$ cat src/design/wtc_pkg.sv
// ----------------------------------------------------------------------------
// wtc_pkg: shared types and constants for the windowed thermostat
// Field widths, status codes, register indexes and reset values.
// ----------------------------------------------------------------------------
package wtc_pkg;

  localparam int SAMPLE_W   = 12;  // converter code, quarter degrees
  localparam int DEG_W      = 10;  // whole degrees (sample >> 2)
  localparam int SUM_W      = 14;  // window sum of whole degrees
  localparam int STATUS_W   = 3;
  localparam int CFG_IDX_W  = 1;
  localparam int CFG_DATA_W = 10;

  localparam int WINDOW_LEN_DEF      = 10;
  localparam int BAND_DEG            = 3;
  localparam int OVERHEAT_MARGIN_DEG = 10;

  localparam int SETPOINT_RST = 0;
  localparam int AMBIENT_RST  = 25;

  // status codes
  localparam logic [STATUS_W-1:0] ST_HEATING    = 3'd0;
  localparam logic [STATUS_W-1:0] ST_HEATED     = 3'd1;
  localparam logic [STATUS_W-1:0] ST_OVERHEATED = 3'd2;
  localparam logic [STATUS_W-1:0] ST_COOLING    = 3'd3;
  localparam logic [STATUS_W-1:0] ST_COOLED     = 3'd4;

  // configuration register indexes
  localparam logic [CFG_IDX_W-1:0] CFG_SETPOINT = 1'd0;
  localparam logic [CFG_IDX_W-1:0] CFG_AMBIENT  = 1'd1;

  typedef struct packed {
    logic [SAMPLE_W-1:0] sample_qdeg;
    logic                enabled;
  } in_item_t;

  typedef struct packed {
    logic                heater_on;
    logic [STATUS_W-1:0] status;
    logic [SUM_W-1:0]    window_sum_deg;
  } out_item_t;

endpackage

$ cat src/design/wtc_ram.sv
// ----------------------------------------------------------------------------
// wtc_ram: generic single-write, single-read RAM
// One write port, one read port with registered read data.
// ----------------------------------------------------------------------------
module wtc_ram #(
  parameter int WIDTH = 8,
  parameter int DEPTH = 16
) (
  input  logic                     clk,
  input  logic                     we,
  input  logic [$clog2(DEPTH)-1:0] waddr,
  input  logic [WIDTH-1:0]         wdata,
  input  logic [$clog2(DEPTH)-1:0] raddr,
  output logic [WIDTH-1:0]         rdata
);

  logic [WIDTH-1:0] mem [DEPTH];

  always_ff @(posedge clk) begin
    if (we) begin
      mem[waddr] <= wdata;
    end
    rdata <= mem[raddr];
  end

endmodule

$ cat src/design/windowed_thermostat_with_status_top.sv
// ----------------------------------------------------------------------------
// windowed_thermostat_with_status_top: moving-average bang-bang thermostat
// Keeps a window of whole-degree samples in a ring-buffer RAM, maintains a
// running sum and derives the heater drive and a band status per item.
// ----------------------------------------------------------------------------
// Path: input accept, stage 1 register, then the result register on out_valid.
// Throughput: 1 item per cycle while out_stall is low, set by the read-modify-write
//   of the window RAM (read oldest at accept, overwrite it as the item advances).
// Reset (rst_n low, synchronous): window entries read as zero through per-entry
//   valid bits, sum and status clear, setpoint 0 and ambient 25 are loaded.
//   No clearing pass; items are accepted on the first cycle after reset.
// ----------------------------------------------------------------------------
module windowed_thermostat_with_status_top #(
  parameter int WINDOW_LEN = wtc_pkg::WINDOW_LEN_DEF
) (
  input  logic                             clk,
  input  logic                             rst_n,
  // input item channel
  input  logic                             in_valid,
  output logic                             in_stall,
  input  wtc_pkg::in_item_t                in_data,
  // result item channel
  output logic                             out_valid,
  input  logic                             out_stall,
  output wtc_pkg::out_item_t               out_data,
  // configuration write port
  input  logic                             cfg_we,
  input  logic [wtc_pkg::CFG_IDX_W-1:0]    cfg_addr,
  input  logic [wtc_pkg::CFG_DATA_W-1:0]   cfg_wdata
);

  localparam int DEG_W  = wtc_pkg::DEG_W;
  localparam int SUM_W  = wtc_pkg::SUM_W;
  localparam int PTR_W  = $clog2(WINDOW_LEN);
  // signed width of the scaled limits, (2**DEG_W + band) * window length
  localparam int SCL_W  = $clog2(((2 ** DEG_W) + wtc_pkg::BAND_DEG) * WINDOW_LEN) + 1;

  localparam logic signed [SCL_W-1:0] BAND_S = SCL_W'(wtc_pkg::BAND_DEG);
  localparam logic signed [SCL_W-1:0] WIN_S  = SCL_W'(WINDOW_LEN);
  localparam logic signed [SCL_W-1:0] LO_RST =
    SCL_W'((wtc_pkg::SETPOINT_RST - wtc_pkg::BAND_DEG) * WINDOW_LEN);
  localparam logic signed [SCL_W-1:0] HI_RST =
    SCL_W'((wtc_pkg::SETPOINT_RST + wtc_pkg::BAND_DEG) * WINDOW_LEN);
  localparam logic signed [SCL_W-1:0] AMB_RST =
    SCL_W'(wtc_pkg::AMBIENT_RST * WINDOW_LEN);
  localparam logic [DEG_W:0] OVR_OFS =
    (DEG_W + 1)'(wtc_pkg::BAND_DEG + wtc_pkg::OVERHEAT_MARGIN_DEG);
  localparam logic [PTR_W-1:0] PTR_LAST = PTR_W'(WINDOW_LEN - 1);
  localparam logic [SUM_W-1:0] SUM_MAX  = SUM_W'(WINDOW_LEN * ((2 ** DEG_W) - 1));

  // --------------------------------------------------------------------------
  // Configuration: hold setpoint and the window-scaled limits in registers,
  // so the per-item compare needs no multiply.
  // --------------------------------------------------------------------------
  logic [DEG_W-1:0]        sp_r, sp_nxt;
  logic signed [SCL_W-1:0] lo_n_r, lo_n_nxt;
  logic signed [SCL_W-1:0] hi_n_r, hi_n_nxt;
  logic signed [SCL_W-1:0] amb_n_r, amb_n_nxt;
  logic signed [SCL_W-1:0] cfg_ext;

  always_comb begin
    sp_nxt    = sp_r;
    lo_n_nxt  = lo_n_r;
    hi_n_nxt  = hi_n_r;
    amb_n_nxt = amb_n_r;
    cfg_ext   = $signed({{(SCL_W - DEG_W){1'b0}}, cfg_wdata});
    if (cfg_we) begin
      unique case (cfg_addr)
        wtc_pkg::CFG_SETPOINT: begin
          sp_nxt   = cfg_wdata;
          lo_n_nxt = (cfg_ext - BAND_S) * WIN_S;
          hi_n_nxt = (cfg_ext + BAND_S) * WIN_S;
        end
        wtc_pkg::CFG_AMBIENT: begin
          amb_n_nxt = cfg_ext * WIN_S;
        end
      endcase
    end
  end

  always_ff @(posedge clk) begin
    if (!rst_n) begin
      sp_r    <= DEG_W'(wtc_pkg::SETPOINT_RST);
      lo_n_r  <= LO_RST;
      hi_n_r  <= HI_RST;
      amb_n_r <= AMB_RST;
    end else begin
      sp_r    <= sp_nxt;
      lo_n_r  <= lo_n_nxt;
      hi_n_r  <= hi_n_nxt;
      amb_n_r <= amb_n_nxt;
    end
  end

  // --------------------------------------------------------------------------
  // Stage 1: accepted item waits here while the RAM returns the oldest entry
  // at the write pointer. The same slot is overwritten when the item advances.
  // --------------------------------------------------------------------------
  logic             in_fire;
  logic             s1_adv;
  logic             s1_valid_r, s1_valid_nxt;
  logic [DEG_W-1:0] s1_deg_r;
  logic             s1_en_r;
  logic [PTR_W-1:0] s1_addr_r;
  logic [PTR_W-1:0] wp_r, wp_nxt;
  logic [WINDOW_LEN-1:0] wvld_r, wvld_nxt;

  // advance into the output register when it is empty or being drained
  assign s1_adv   = s1_valid_r && (!out_valid || !out_stall);
  assign in_stall = s1_valid_r && !s1_adv;
  assign in_fire  = in_valid && !in_stall;

  assign s1_valid_nxt = in_fire || (s1_valid_r && !s1_adv);
  assign wp_nxt = !in_fire ? wp_r : ((wp_r == PTR_LAST) ? '0 : wp_r + 1'b1);

  always_comb begin
    wvld_nxt = wvld_r;
    if (s1_adv) begin
      wvld_nxt[s1_addr_r] = 1'b1;
    end
  end

  always_ff @(posedge clk) begin
    if (!rst_n) begin
      s1_valid_r <= 1'b0;
      wp_r       <= '0;
      wvld_r     <= '0;
    end else begin
      s1_valid_r <= s1_valid_nxt;
      wp_r       <= wp_nxt;
      wvld_r     <= wvld_nxt;
    end
  end

  always_ff @(posedge clk) begin
    if (in_fire) begin
      s1_deg_r  <= in_data.sample_qdeg[wtc_pkg::SAMPLE_W-1:2];
      s1_en_r   <= in_data.enabled;
      s1_addr_r <= wp_r;
    end
  end

  // --------------------------------------------------------------------------
  // Window RAM. Read the slot of a new item; re-read the waiting item's slot
  // while it holds so the read data stays put. A read and a write meet on one
  // slot only when the waiting item leaves with no new item behind it, and
  // that read data is never used; otherwise consecutive items use
  // consecutive slots.
  // --------------------------------------------------------------------------
  logic [PTR_W-1:0] ram_raddr;
  logic [DEG_W-1:0] ram_rdata;
  logic [DEG_W-1:0] old_deg;

  assign ram_raddr = in_fire ? wp_r : s1_addr_r;

  wtc_ram #(
    .WIDTH (DEG_W),
    .DEPTH (WINDOW_LEN)
  ) u_window_ram (
    .clk   (clk),
    .we    (s1_adv),
    .waddr (s1_addr_r),
    .wdata (s1_deg_r),
    .raddr (ram_raddr),
    .rdata (ram_rdata)
  );

  // never-written slots count as zero
  assign old_deg = wvld_r[s1_addr_r] ? ram_rdata : '0;

  // --------------------------------------------------------------------------
  // Stage 2: update the running sum, apply the band rules, load the result.
  // --------------------------------------------------------------------------
  logic [SUM_W-1:0]              sum_r, sum_nxt;
  logic [wtc_pkg::STATUS_W-1:0]  status_r, status_nxt;
  logic signed [SCL_W-1:0]       sum_s;
  logic                          ovr_hot;
  logic                          heater;

  assign sum_nxt = s1_adv ? (sum_r - SUM_W'(old_deg) + SUM_W'(s1_deg_r)) : sum_r;
  assign sum_s   = $signed({{(SCL_W - SUM_W){1'b0}}, sum_nxt});
  assign ovr_hot = {1'b0, s1_deg_r} > ({1'b0, sp_r} + OVR_OFS);
  assign heater  = s1_en_r && (s1_deg_r <= sp_r);

  // later rules win; with no match the status holds
  always_comb begin
    status_nxt = status_r;
    if (s1_adv) begin
      if (s1_en_r) begin
        if (sum_s < lo_n_r) begin
          status_nxt = wtc_pkg::ST_HEATING;
        end
        if (sum_s > lo_n_r && sum_s < hi_n_r) begin
          status_nxt = wtc_pkg::ST_HEATED;
        end
        if (ovr_hot && sum_s > hi_n_r) begin
          status_nxt = wtc_pkg::ST_OVERHEATED;
        end
      end else begin
        if (sum_s > amb_n_r && sum_s < hi_n_r) begin
          status_nxt = wtc_pkg::ST_COOLING;
        end
        if (sum_s < amb_n_r) begin
          status_nxt = wtc_pkg::ST_COOLED;
        end
      end
    end
  end

  logic               out_valid_r, out_valid_nxt;
  wtc_pkg::out_item_t out_data_r;

  assign out_valid_nxt = s1_adv || (out_valid_r && out_stall);

  always_ff @(posedge clk) begin
    if (!rst_n) begin
      sum_r       <= '0;
      status_r    <= wtc_pkg::ST_HEATING;
      out_valid_r <= 1'b0;
    end else begin
      sum_r       <= sum_nxt;
      status_r    <= status_nxt;
      out_valid_r <= out_valid_nxt;
    end
  end

  always_ff @(posedge clk) begin
    if (s1_adv) begin
      out_data_r.heater_on      <= heater;
      out_data_r.status         <= status_nxt;
      out_data_r.window_sum_deg <= sum_nxt;
    end
  end

  assign out_valid = out_valid_r;
  assign out_data  = out_data_r;

  // --------------------------------------------------------------------------
  // Assertions
  // --------------------------------------------------------------------------
  a_adv_loads_out: assert property (@(posedge clk) disable iff (!rst_n)
    s1_adv |=> out_valid_r)
    else $error("stage 1 advanced but no result is held");

  a_sum_bound: assert property (@(posedge clk) disable iff (!rst_n)
    sum_r <= SUM_MAX)
    else $error("running sum above window maximum");

  a_ptr_range: assert property (@(posedge clk) disable iff (!rst_n)
    wp_r <= PTR_LAST)
    else $error("write pointer out of window");

  a_stall_hold: assert property (@(posedge clk) disable iff (!rst_n)
    (s1_valid_r && !s1_adv) |=> (s1_valid_r && $stable(s1_addr_r) && $stable(sum_r)))
    else $error("waiting item lost or sum changed while held");

endmodule
$ cat config.mk
export PLATFORM = sky130hd
export DESIGN_NAME = windowed_thermostat_with_status_top
export DESIGN_NICKNAME = d
export VERILOG_FILES = /design/src/design/wtc_pkg.sv /design/src/design/wtc_ram.sv /design/src/design/windowed_thermostat_with_status_top.sv
export SDC_FILE = /design/constraint.sdc
export NUM_CORES = 1
export LEC_CHECK = 0
export ABC_AREA = 1
export ABC_CLOCK_PERIOD_IN_PS = 5700
export BUFFER_PORTS_ARGS = -buffer_cell sky130_fd_sc_hd__buf_4
export CAP_MARGIN = 15
export CORE_ASPECT_RATIO = 2
export CORE_MARGIN = 2
export CORE_UTILIZATION = 40
export DETAILED_ROUTE_END_ITERATION = 10
export RECOVER_POWER = 100
export SLEW_MARGIN = 20
export SYNTH_ARGS = -nofsm -noshare
export SYNTH_HDL_FRONTEND = slang
export SYNTH_SLANG_ARGS = --single-unit
$ cat constraint.sdc
create_clock -name clk -period 5.7 [get_ports clk]
set_input_delay 0.57 -clock clk [delete_from_list [all_inputs] [get_ports clk]]
set_output_delay 0.57 -clock clk [all_outputs]
set_load 0.02 [all_outputs]
==> summary.md, run 1 <==
| Metric | Value |
|---|---|
| Drt pass-1 iters | `4` |
| DIE HEIGHT | `257 um` |
| Tcrit/Tclk final | `91.1%` |
| Vias in the first global route | `9886` |
| Area of the multi-input gates | `5870 um2` |
| R2R cell count | `31` |
| Global Route met1 Usage | `19.8%` |
| Setup slack, reg-to-reg | `0.51 ns` |
| Total power per unit cell area | `315 nW/um2` |
| Crit-path slowest cell | `fa_1` |
| Syn Area/Cell | `8.75 um2` |
| Drt initial violations | `444` |
| R2r startpoint | `s1_addr_r[0]` |
| Worst Tran Pin Value | `2.51 ns` |
| Synth warnings | `0` |
| Met2 usage | `41.3%` |
| Post-cts sizing count | `0` |
| Sequential element share of the synthesized area | `45.5%` |
| Most used cell, CP | `nand2_1` |
| Synth top area share | `30.3%` |
| Grt met3 use | `1.61%` |
| Hold Path Class | `primary input to register` |
| Worst-Skew Late Latency | `0.51 ns` |
| CP required | `5.97 ns` |
| Tot GR Track Use | `21.1%` |
| Die width | `130 um` |
| Yosys cell types | `49` |
| Synth Flop Type | `edfxtp_1` |
| Max-slew headroom | `-67.2%` |
| Fin util | `44.7%` |
| Post-synthesis cell area | `12800 um2` |
| Post-CTS Setup Inserts | `0` |
| Top-count cell post-synth | `inv_1` |
| Initial antenna violation count | `0` |
| Critical path startpoint category | `register` |
| Total wire length | `34200 um` |
| Share of cells above drive strength 1 | `4.45%` |
| Failing checks | `max-capacitance violations, max-slew violations` |
| Yosys reg bits | `226` |
| Longest Clk Path Bufs | `3` |
| Core area | `31500 um2` |
| Largest stage delay on the critical path | `0.47 ns` |
| Clock-pin transition on the worst setup and hold timing paths | `0.07 ns` |
| DRC violations left | `0` |
| Net count reported at finish | `1684` |
| RSZ-0062 raised after global routing | `false` |
| Tot Pwr | `4440 uW` |
| Post-synth EDFFs | `129` |
| Largest net degree at the start of global routing | `64` |
| Pins over their slew limit | `176` |
| Initial core utilization | `40.5%` |
| Row count | `92` |
| Ys async rst share | `0%` |
| Die area | `33500 um2` |
| Tmin final | `5.19 ns` |
| IO buf count | `46` |
| Storage cell area | `5820 um2` |
| Leakage power | `0.00630 uW` |
| CP max FO | `6` |
| Hold endpoint | `s1_deg_r[0]` |
| Fillers | `3211` |
| Syn Inst Count | `1459` |
| Maximum vdd drop | `0.159 mV` |
| Final TNS setup | `0 ns` |
| Crit Reg-Reg Endpoint | `out_data[15]` |
| Top cells by area, synth | `edfxtp_1 (30%), dfxtp_1 (15%), ha_1 (13%)` |
| Outcome | `complete, but fails checks` |
| CP endpoint kind | `register` |
| Worst Skew | `0.00968 ns` |
| Final antenna diode count | `0` |
| WL per Instance | `17.6 um` |
| # clock sinks | `226` |
| Synth-to-layout area growth | `10.5%` |
| Via count | `9839` |
| CTS Buf Count | `20` |
| GRT busiest layer | `met2` |
| Maximum clock frequency | `193 MHz` |
| First-pass GRT wire length | `53400 um` |
| Synth area leader | `edfxtp_1` |
| Hold depth | `1` |
| Synthesized net count | `1629` |
| Max Cap Viol | `4` |
| Routed vias/inst | `5.04` |
| Hold_buf cts | `0` |
| CTS H-tree depth | `1` |
| Crit path kind | `register to register` |
| WP data arrival | `5.47 ns` |
| Grt ovf | `0` |
| Root Buffer | `clkbuf_16` |
| I/O pin count | `49` |
| Commonest cells in the netlist | `inv_1 (234), nand2_1 (231), nor2_1 (141)` |
| Antenna-violating nets left | `0` |
| Dpl hpwl | `26500 um` |
| Endpoints failing hold | `0` |
| Final GP Congestion | `0.929` |
| TritonCTS clock tree | `done` |
| Final setup fails | `0` |
| Min-delay src | `in_data[3]` |
-- critical path, delay by kind of cell, from the launching register on --
family / cells / cell delay (ns)
fa+ha+maj: 3 / 1.27
flops: 1 / 0.43
simple gates: 16 / 1.40
buf+inv: 4 / 0.45
xor+xnor: 1 / 0.16
compound gates: 7 / 1.26
-- per-stage QoR --
stage | instance area (um2) | instances | worst slack (ns) | hold slack, ns
finish | 14100 | 1951 | 0.506 | 0.257
global route | 14100 | 1951 | 0.0357 | 0.247
CTS | 14300 | 1951 | 0.242 | 0.219
detailed placement | 13700 | 1915 | 0.255 | 0.448
global placement | 13700 | 1915 | 0.322 | 0.441
floorplan | 12800 | 1459 | 1.15 | 0.425
-- layer usage --
layer | wire (um) | part of all wire (%)
met3 | 821 | 2.4
met4 | 2720 | 7.9
met2 | 19300 | 56
met5 | 0 | 0
met1 | 11400 | 33
-- worst max path at each step --
stage                 start      endpoint  slack (ns)
2_1_floorplan  s1_addr_r[0]  out_data[15]        1.15
3_3_place_gp   s1_addr_r[0]  out_data[15]        0.32
3_5_place_dp   s1_addr_r[0]  out_data[15]        0.25
4_1_cts        s1_addr_r[0]  out_data[15]        0.24
5_1_grt        s1_addr_r[1]  out_data[15]        0.04
6_report       s1_addr_r[0]  out_data[15]        0.51
-- sequential cells by signal, indices dropped and copies added, names as in the netlist, 10 cells and up --
register / cells
amb_n_r: 13
hi_n_r: 14
lo_n_r: 13
out_data: 18
s1_deg_r: 10
sp_r: 10
sum_r: 14
u_window_ram.mem: 100
u_window_ram.rdata: 10
wvld_r: 10
-- power by group --
group | switching, uW | internal [uW]
clock network | 621 | 726
logic | 795 | 427
registers | 50.7 | 1820
total | 1470 | 2980
-- kinds of logic (layout without fill, tap and decap cells) --
kind of cell	count (synthesis)	count (layout)	share of synthesized area, %
and+or+nand+nor	467	467	15.2
AOI/OAI and AO/OA	298	298	12.9
buffers and inverters	279	348	8.44
DFF	226	226	45.5
adders and majority gates	141	141	14.6
xor gates and xnor gates	48	48	3.29
-- layout by cell type (no fill, tap or decap), drive strengths merged, types with 16 or more instances in the layout --
cell type and instances:
nand2 233, nor2 141, buf 18, inv 238, edfxtp 129, dfxtp 97, nor3 16, a21oi 117
o21ai 124, clkbuf 80, nand3 55, xor2 36, o211ai 31, ha 128
-- cell type report --
type	instances	share of cell area (%)
Inverter	240	6.38
Clock buffer	26	3.86
Multi-Input combinational cell	954	41.6
Clock inverter	10	0.567
Timing Repair Buffer	72	2.66
Sequential cell	226	41.2
Tap cell	423	3.75
(Power assumes the default switching activity.)
==> inputs of run 2 (changes only) <==
--- a/config.mk
+++ b/config.mk
@@ -13,6 +13,7 @@
 export CORE_MARGIN = 2
 export CORE_UTILIZATION = 40
 export DETAILED_ROUTE_END_ITERATION = 10
+export HOLD_SLACK_MARGIN = 0.12
 export RECOVER_POWER = 100
 export SLEW_MARGIN = 20
 export SYNTH_ARGS = -nofsm -noshare
==> constraint.sdc (replaced) <==
create_clock -name clk -period 5.7 [get_ports clk]
set_input_delay 0.285 -clock clk [delete_from_list [all_inputs] [get_ports clk]]
set_output_delay 0.285 -clock clk [all_outputs]
set_load 0.02 [all_outputs]
==> run 2 against run 1 <==
Net effect:
- critical path depth stayed put
- the flow still finishes with violations (max-capacitance violations, max-slew violations)
- wire length rose by 0.81%
- critical endpoint unchanged
- combinational power about the same
- final cell count rose by 0.56%
==> summary.md, run 2 (same netlist as run 1, synthesis figures left out) <==
| Metric | Value |
|---|---|
| Grt ovf | `0 (unchanged)` |
| Vias in the first global route | `9759 (-1.3%)` |
| Routed vias/inst | `5.04 (about the same)` |
| Critical path startpoint category | `register` |
| Leakage power | `0.00633 uW (+0.46%)` |
| CP max FO | `6 (unchanged)` |
| WL per Instance | `17.6 um (+0.25%)` |
| Tmin final | `5.25 ns (+0.0521 ns)` |
| Via count | `9890 (+0.52%)` |
| Clock-pin transition on the worst setup and hold timing paths | `0.07 ns (about the same)` |
| CTS H-tree depth | `1 (unchanged)` |
| Worst Skew | `0.0121 ns (+0.00244 ns)` |
| CP required | `5.97 ns (about the same)` |
| Most used cell, CP | `nand2_1` |
| Register name with the most flops | `u_window_ram.mem` |
| Final GP Congestion | `0.936 (+0.70%)` |
| Initial core utilization | `40.5% (unchanged)` |
| Total wire length | `34500 um (+0.81%)` |
| Maximum clock frequency | `191 MHz (-0.99%)` |
| I/O pin count | `49 (unchanged)` |
| Maximum vdd drop | `0.159 mV (about the same)` |
| DIE HEIGHT | `257 um (unchanged)` |
| Core area | `31500 um2 (unchanged)` |
| RSZ-0062 raised after global routing | `false` |
| Tot GR Track Use | `21.0% (-0.084 points)` |
| Share of cells above drive strength 1 | `4.48% (+0.033 points)` |
| CP bufs+invs | `8 (+4)` |
| CTS Buf Count | `19 (-5.0%)` |
| Design area | `14200 um2 (+0.55%)` |
| Failing checks | `max-capacitance violations, max-slew violations` |
| Commonest non-fill, non-tap cell in the layout | `inv_1` |
| Final TNS setup | `0 ns (unchanged)` |
| WHS | `0.140 ns (-0.117 ns)` |
| CP endpoint kind | `register` |
| Setup slack, reg-to-reg | `0.45 ns (-0.05 ns)` |
| Hold Path Class | `primary input to register` |
| Pins over their slew limit | `190 (+8.0%)` |
| Largest net degree at the start of global routing | `65 (+1.6%)` |
| IO buf count | `46 (unchanged)` |
| # clock sinks | `226 (unchanged)` |
| Row count | `92 (unchanged)` |
| Drt initial violations | `568 (+28%)` |
| Tcrit/Tclk final | `92.0% (+0.91 points)` |
| Outcome | `complete, but fails checks` |
| Most frequent cells in the layout | `inv_1 (235), nand2_1 (232), nor2_1 (139)` |
| Max Cap Viol | `5 (+1)` |
| Setup crit start | `s1_addr_r[0]` |
| Max-slew headroom | `-84.6% (-17 points)` |
| Net count reported at finish | `1697 (+0.77%)` |
| Endpoints failing hold | `0 (unchanged)` |
| Placed Area | `13700 um2 (+0.13%)` |
| Worst-Skew Late Latency | `0.50 ns (about the same)` |
| Crit path kind | `register to register` |
| Max reg flops | `100 (unchanged)` |
| CP delay by family, top | `simple AND/OR/NAND/NOR gates` |
| Dpl hpwl | `26700 um (+0.69%)` |
| Die width | `130 um (unchanged)` |
| Initial antenna violation count | `0 (unchanged)` |
| Crit-path slowest cell | `fa_1` |
| Largest stage delay on the critical path | `0.48 ns (about the same)` |
| Final antenna diode count | `0 (unchanged)` |
| Die area | `33500 um2 (unchanged)` |
| DRC violations left | `0 (unchanged)` |
| Longest Clk Path Bufs | `3 (unchanged)` |
| Worst Tran Pin Value | `2.75 ns (+0.243 ns)` |
| TritonCTS clock tree | `done` |
| Synth-to-layout area growth | `11.1%` |
| Root Buffer | `clkbuf_16` |
| WP data arrival | `5.51 ns (+0.04 ns)` |
| Tot Pwr | `4380 uW (-1.4%)` |
| Fin util | `45.0% (+0.25 points)` |
| Antenna-violating nets left | `0 (unchanged)` |
| First-pass GRT wire length | `53100 um (-0.57%)` |
| Min-delay src | `out_stall` |
| Fillers | `3222 (+0.34%)` |
| Drt pass-1 iters | `5 (+1)` |
| Total power per unit cell area | `309 nW/um2 (-1.9%)` |
| R2r startpoint | `s1_addr_r[0]` |
| Final setup fails | `0 (unchanged)` |
==> run 2: changes by cell type in the layout (fill, tap and decap cells not counted), moves of 2 or more <==
cell,change
dlygate4sd3_1,+12
clkinv_1,-3
clkbuf_16,-2
clkinv_2,+2
==> run 2: area by class of cell <==
cell class | count | area, um2 | area share, %
Sequential cell | 226 | 5820 | 41.0
Clock inverter | 10 | 86.3 | 0.608
Clock buffer | 23 | 490 | 3.46
Multi-Input combinational cell | 954 | 5860 | 41.3
Timing Repair Buffer | 86 | 503 | 3.54
Inverter | 240 | 901 | 6.35
Tap cell | 423 | 529 | 3.73
==> run 2: worst reg2reg max path: cells and delay by family (launching register included) <==
family          cells  cell delay [ns]
compound gates      5             1.04
flops               1             0.35
buf+inv             8             0.85
simple gates       15             1.66
fa+ha+maj           3             1.09
==> run 2: stage by stage <==
stage	std cells	setup WS, ns
after CTS	1962	0.224
after global placement	1917	0.399
after detailed placement	1917	0.257
after floorplan	1459	1.15
final	1962	0.454
after global routing	1962	0.0319
==> run 2: metal layers <==
layer	track usage (%)	vias up	wire length, um
li1	-	4996	-
met1	19.5	4665	11700
met2	41.9	151	19900
met3	1.63	78	707
met4	13.4	0	2240
met5	0	-	0
==> run 2: worst paths after layout <==
path,to,cells after the start
hold / removal,out_valid,3
hold reg to reg,wp_r[3],1
setup / recovery,out_data[15],31
setup reg to reg,out_data[15],31
==> run 2: timing repair <==
action | CTS | global route
endpoints found under the setup margin | 0 | 6
endpoints found under the hold margin | 12 | 0
hold buffers | 12 | 0
gates resized for setup | 0 | 9
setup buffers | 0 | 0
==> run 2: report_power, final <==
group | internal, uW | switching (uW) | total (uW)
clock | 668 | 605 | 1270
sequential | 1820 | 50.3 | 1870
combinational | 436 | 797 | 1230
total | 2930 | 1450 | 4380
==> inputs of run 3 (changes only) <==
--- a/config.mk
+++ b/config.mk
@@ -5,13 +5,13 @@
 export SDC_FILE = /design/constraint.sdc
 export NUM_CORES = 1
 export LEC_CHECK = 0
-export ABC_AREA = 1
+export ABC_AREA = 0
 export ABC_CLOCK_PERIOD_IN_PS = 5700
 export BUFFER_PORTS_ARGS = -buffer_cell sky130_fd_sc_hd__buf_4
 export CAP_MARGIN = 15
 export CORE_ASPECT_RATIO = 2
-export CORE_MARGIN = 2
 export CORE_UTILIZATION = 40
+export CTS_CLUSTER_SIZE = 25
 export DETAILED_ROUTE_END_ITERATION = 10
 export HOLD_SLACK_MARGIN = 0.12
 export RECOVER_POWER = 100
==> run 3 against run 2 <==
Net effect:
- the run still ends with max-capacitance violations, max-slew violations left
- combinational power increased by 53%
- sequential share of layout area is 1.8 points lower
- sequential cell count unchanged
- critical path depth down 7
- area after synthesis shrank 1.1%
- clock power up 11%
- via count down 6.4%
- first-iteration DRC count shrank 38%
- highest routed layer unchanged
- worst hold slack gained 0.0025 ns
- synthesized cell count down 17%
==> summary.md, run 3 <==
| Metric | Value |
|---|---|
| CTS H-tree depth | `1 (unchanged)` |
| Total power per unit cell area | `349 nW/um2 (+13%)` |
| Net Sw Frac | `33.3% (+0.12 points)` |
| Crit path kind | `register to register` |
| Post-synthesis cell area | `12600 um2 (-1.1%)` |
| Final GP Congestion | `0.848 (-9.3%)` |
| Share of cells above drive strength 1 | `12.3% (+7.8 points)` |
| Worst-Skew Late Latency | `0.52 ns (+0.02 ns)` |
| Max reg flops | `100 (unchanged)` |
| Post-synth EDFFs | `129 (unchanged)` |
| Net count reported at finish | `1502 (-11%)` |
| # clock sinks | `226 (unchanged)` |
| Critical path startpoint category | `register` |
| First-pass GRT wire length | `52100 um (-2.0%)` |
| Root Buffer | `clkbuf_16` |
| Clock power share | `27.2% (-1.9 points)` |
| Max-slew headroom | `-43.9% (+41 points)` |
| Grt ovf | `0 (unchanged)` |
| Placed insts | `1696 (-12%)` |
| Drt initial violations | `355 (-38%)` |
| Met2 usage | `44.4% (+2.5 points)` |
| Maximum clock frequency | `182 MHz (-4.6%)` |
| Synth Flop Type | `edfxtp_1` |
| Via count | `9260 (-6.4%)` |
| Die area | `32300 um2 (-3.3%)` |
| Worst-path cell chain | `mux4_2 > mux2i_4 > o21ai_4 > buf_4 > and2_1 > fa_1 > inv_1 > ha_4 > nand3_1 > o211ai_1 > o31ai_1 > buf_4 > o311a_1 > nor3_2 > xnor2_2 > buf_4 > ha_1 > nand4b_1 > nor4_1 > nand3_1 > nand3_1 > o32ai_1 > and3_1 > a31o_2` |
| Dpl hpwl | `25900 um (-3.2%)` |
| Longest Clk Path Bufs | `3 (unchanged)` |
| IO buf count | `46 (unchanged)` |
| I/O pin count | `49 (unchanged)` |
| R2R cell count | `24 (-23%)` |
| CP required | `6.11 ns (+0.14 ns)` |
| Total wire length | `34000 um (-1.5%)` |
| Clock-pin transition on the worst setup and hold timing paths | `0.07 ns (about the same)` |
| CP endpoint kind | `register` |
| CP max FO | `5 (-1)` |
| Initial core utilization | `40.8% (+0.31 points)` |
| DRC violations left | `0 (unchanged)` |
| Row count | `91 (-1.1%)` |
| Design internal power | `3460 uW (+18%)` |
| Synth top area share | `30.7% (+0.32 points)` |
| Synth-to-layout area growth | `17.6%` |
| Endpoints failing hold | `0 (unchanged)` |
| CTS Buf Count | `21 (+2)` |
| Pins over their slew limit | `73 (-62%)` |
| Tot Pwr | `5190 uW (+19%)` |
| TritonCTS clock tree | `done` |
| Tmin final | `5.50 ns (+0.251 ns)` |
| Commonest cells in the netlist | `edfxtp_1 (129), nand2_1 (129), ha_1 (128)` |
| Routed vias/inst | `5.25 (+4.1%)` |
| Antenna-violating nets left | `0 (unchanged)` |
| Grt met3 use | `1.63% (about the same)` |
| Synth area leader | `edfxtp_1` |
| Register name with the most flops | `u_window_ram.mem` |
| Synth warnings | `0 (unchanged)` |
| Worst Tran Pin Value | `2.16 ns (-0.592 ns)` |
| Combinational power share | `36.2% (+8.0 points)` |
| Ys async rst share | `0% (unchanged)` |
| Vias in the first global route | `9504 (-2.6%)` |
| Drt pass-1 iters | `5 (unchanged)` |
| GRT busiest layer | `met2` |
| Die width | `128 um (-2.0%)` |
| Seq pwr share | `36.6% (-6.2 points)` |
| WP data arrival | `5.91 ns (+0.40 ns)` |
| Commonest non-fill, non-tap cell in the layout | `edfxtp_1` |
| Failing checks | `max-capacitance violations, max-slew violations` |
| Worst Skew | `0.0105 ns (-0.00160 ns)` |
| Synthesized net count | `1381 (-15%)` |
| Max Cap Viol | `2 (-3)` |
| Most frequent cells in the layout | `edfxtp_1 (129), nand2_1 (128), ha_1 (123)` |
| Largest net degree at the start of global routing | `54 (-17%)` |
| WL per Instance | `19.3 um (+9.4%)` |
| Leakage power | `0.00614 uW (-2.9%)` |
| Non-filler instance count after layout | `1765 (-10%)` |
| Initial antenna violation count | `0 (unchanged)` |
| Psw | `1730 uW (+19%)` |
| Maximum vdd drop | `0.182 mV (+14%)` |
| Hold Path Class | `primary input to register` |
| Final antenna diode count | `0 (unchanged)` |
| Core area | `31000 um2 (-1.8%)` |
| Yosys cell types | `67 (+37%)` |
| Crit-path slowest cell | `mux4_2` |
| Outcome | `complete, but fails checks` |
| Hold depth | `3 (unchanged)` |
| Final setup fails | `0 (unchanged)` |
| Global Route met1 Usage | `19.3% (-0.14 points)` |
| Yosys reg bits | `226 (unchanged)` |
| Tcrit/Tclk final | `96.4% (+4.4 points)` |
| Syn Inst Count | `1211 (-17%)` |
| Largest stage delay on the critical path | `0.52 ns (+0.04 ns)` |
| DIE HEIGHT | `253 um (-1.3%)` |
| Tot GR Track Use | `21.7% (+0.67 points)` |
| Top cells by area, synth | `edfxtp_1 (31%), dfxtp_1 (15%), ha_1 (13%)` |
| Sequential element share of the synthesized area | `46.0% (+0.49 points)` |
| Syn Area/Cell | `10.4 um2 (+19%)` |
-- run 3: changes by cell type in the layout (fill, tap and decap cells not counted), sizes merged, moves of 28 or more --
cell and change:
a21oi -69, and2 +39, buf +43, inv -116, mux2i +28, nand2 -104, nor2 -110, o21ai -75
-- run 3: area by class of cell --
class                      instances  area [um2]
multi-input combinational        817        6410
fill                            3018       16100
inverter                         122         458
tap                              418         523
clock buffer                      23         543
clock inverter                    15         138
timing repair buffer             144         966
sequential                       226        5820
-- run 3: through the flow --
step	hold slack [ns]	area [um2]	worst slack [ns]	TNS (ns)	utilization [%]
floorplan	0.384	12600	0.363	0	-
global placement	0.442	13800	-0.256	-1.26	44.7
detailed placement	0.455	13900	-0.326	-1.64	44.7
CTS	0.132	14800	0.00642	0	47.7
global route	0.143	14900	-0.0674	-0.160	48.0
finish	0.142	14900	0.203	0	48.0
-- run 3: power by group through the flow --
stage	logic, uW	registers, uW	clock network (uW)
6_report	1880	1900	1410
5_1_grt	2070	1910	1500
4_1_cts	1740	1900	1440
3_5_place_dp	1700	1940	0
3_3_place_gp	1670	1940	0
2_1_floorplan	1060	1940	0
-- run 3: worst paths after layout --
path / start / to / slack [ns]
min: cfg_wdata[0] / sp_r[0] / 0.14
max reg2reg: s1_addr_r[0] / status_r[0] / 0.20
max: s1_addr_r[0] / status_r[0] / 0.20
min reg2reg: amb_n_r[12] / amb_n_r[12] / 0.47
-- run 3: logic make-up (layout without fill, tap and decap cells) --
family | after synthesis | count (layout) | share of synthesized area (%)
AND/OR/NAND/NOR | 318 | 318 | 12.4
AO/OA/AOI/OAI | 254 | 254 | 13.6
flip-flops | 226 | 226 | 46.0
buffers and inverters | 168 | 304 | 5.05
adder cells (fa/ha/maj) | 141 | 141 | 14.7
XOR/XNOR | 54 | 54 | 3.74
multiplexers | 50 | 50 | 4.36
-- run 3: critical path, delay by kind of cell (launching register included) --
kind / cells / cell delay, ns
adders and majority gates: 3 / 1.03
buffers and inverters: 4 / 0.53
DFF: 1 / 0.37
AOI/OAI and AO/OA: 6 / 1.13
muxes: 2 / 0.71
xor gates and xnor gates: 1 / 0.15
and+or+nand+nor: 8 / 1.47
-- run 3: what timing repair did --
| action | 4_1_cts | 5_1_grt |
|---|---|---|
| pin swaps | 0 | 21 |
| endpoints found under the setup margin | 6 | 6 |
| buffers inserted | 0 | 9 |
| resized for setup | 7 | 39 |
| hold buffers | 22 | 0 |
| hold endpoints to repair | 23 | 0 |
| cloned | 0 | 0 |
-- run 3: routing by layer --
| layer | vias to the layer above | share of wire, % | routed length [um] |
|---|---|---|---|
| li1 | 4559 | - | - |
| met1 | 4432 | 33 | 11400 |
| met2 | 171 | 57 | 19400 |
| met3 | 98 | 2.0 | 686 |
| met4 | 0 | 7.4 | 2530 |
| met5 | - | 0 | 0 |
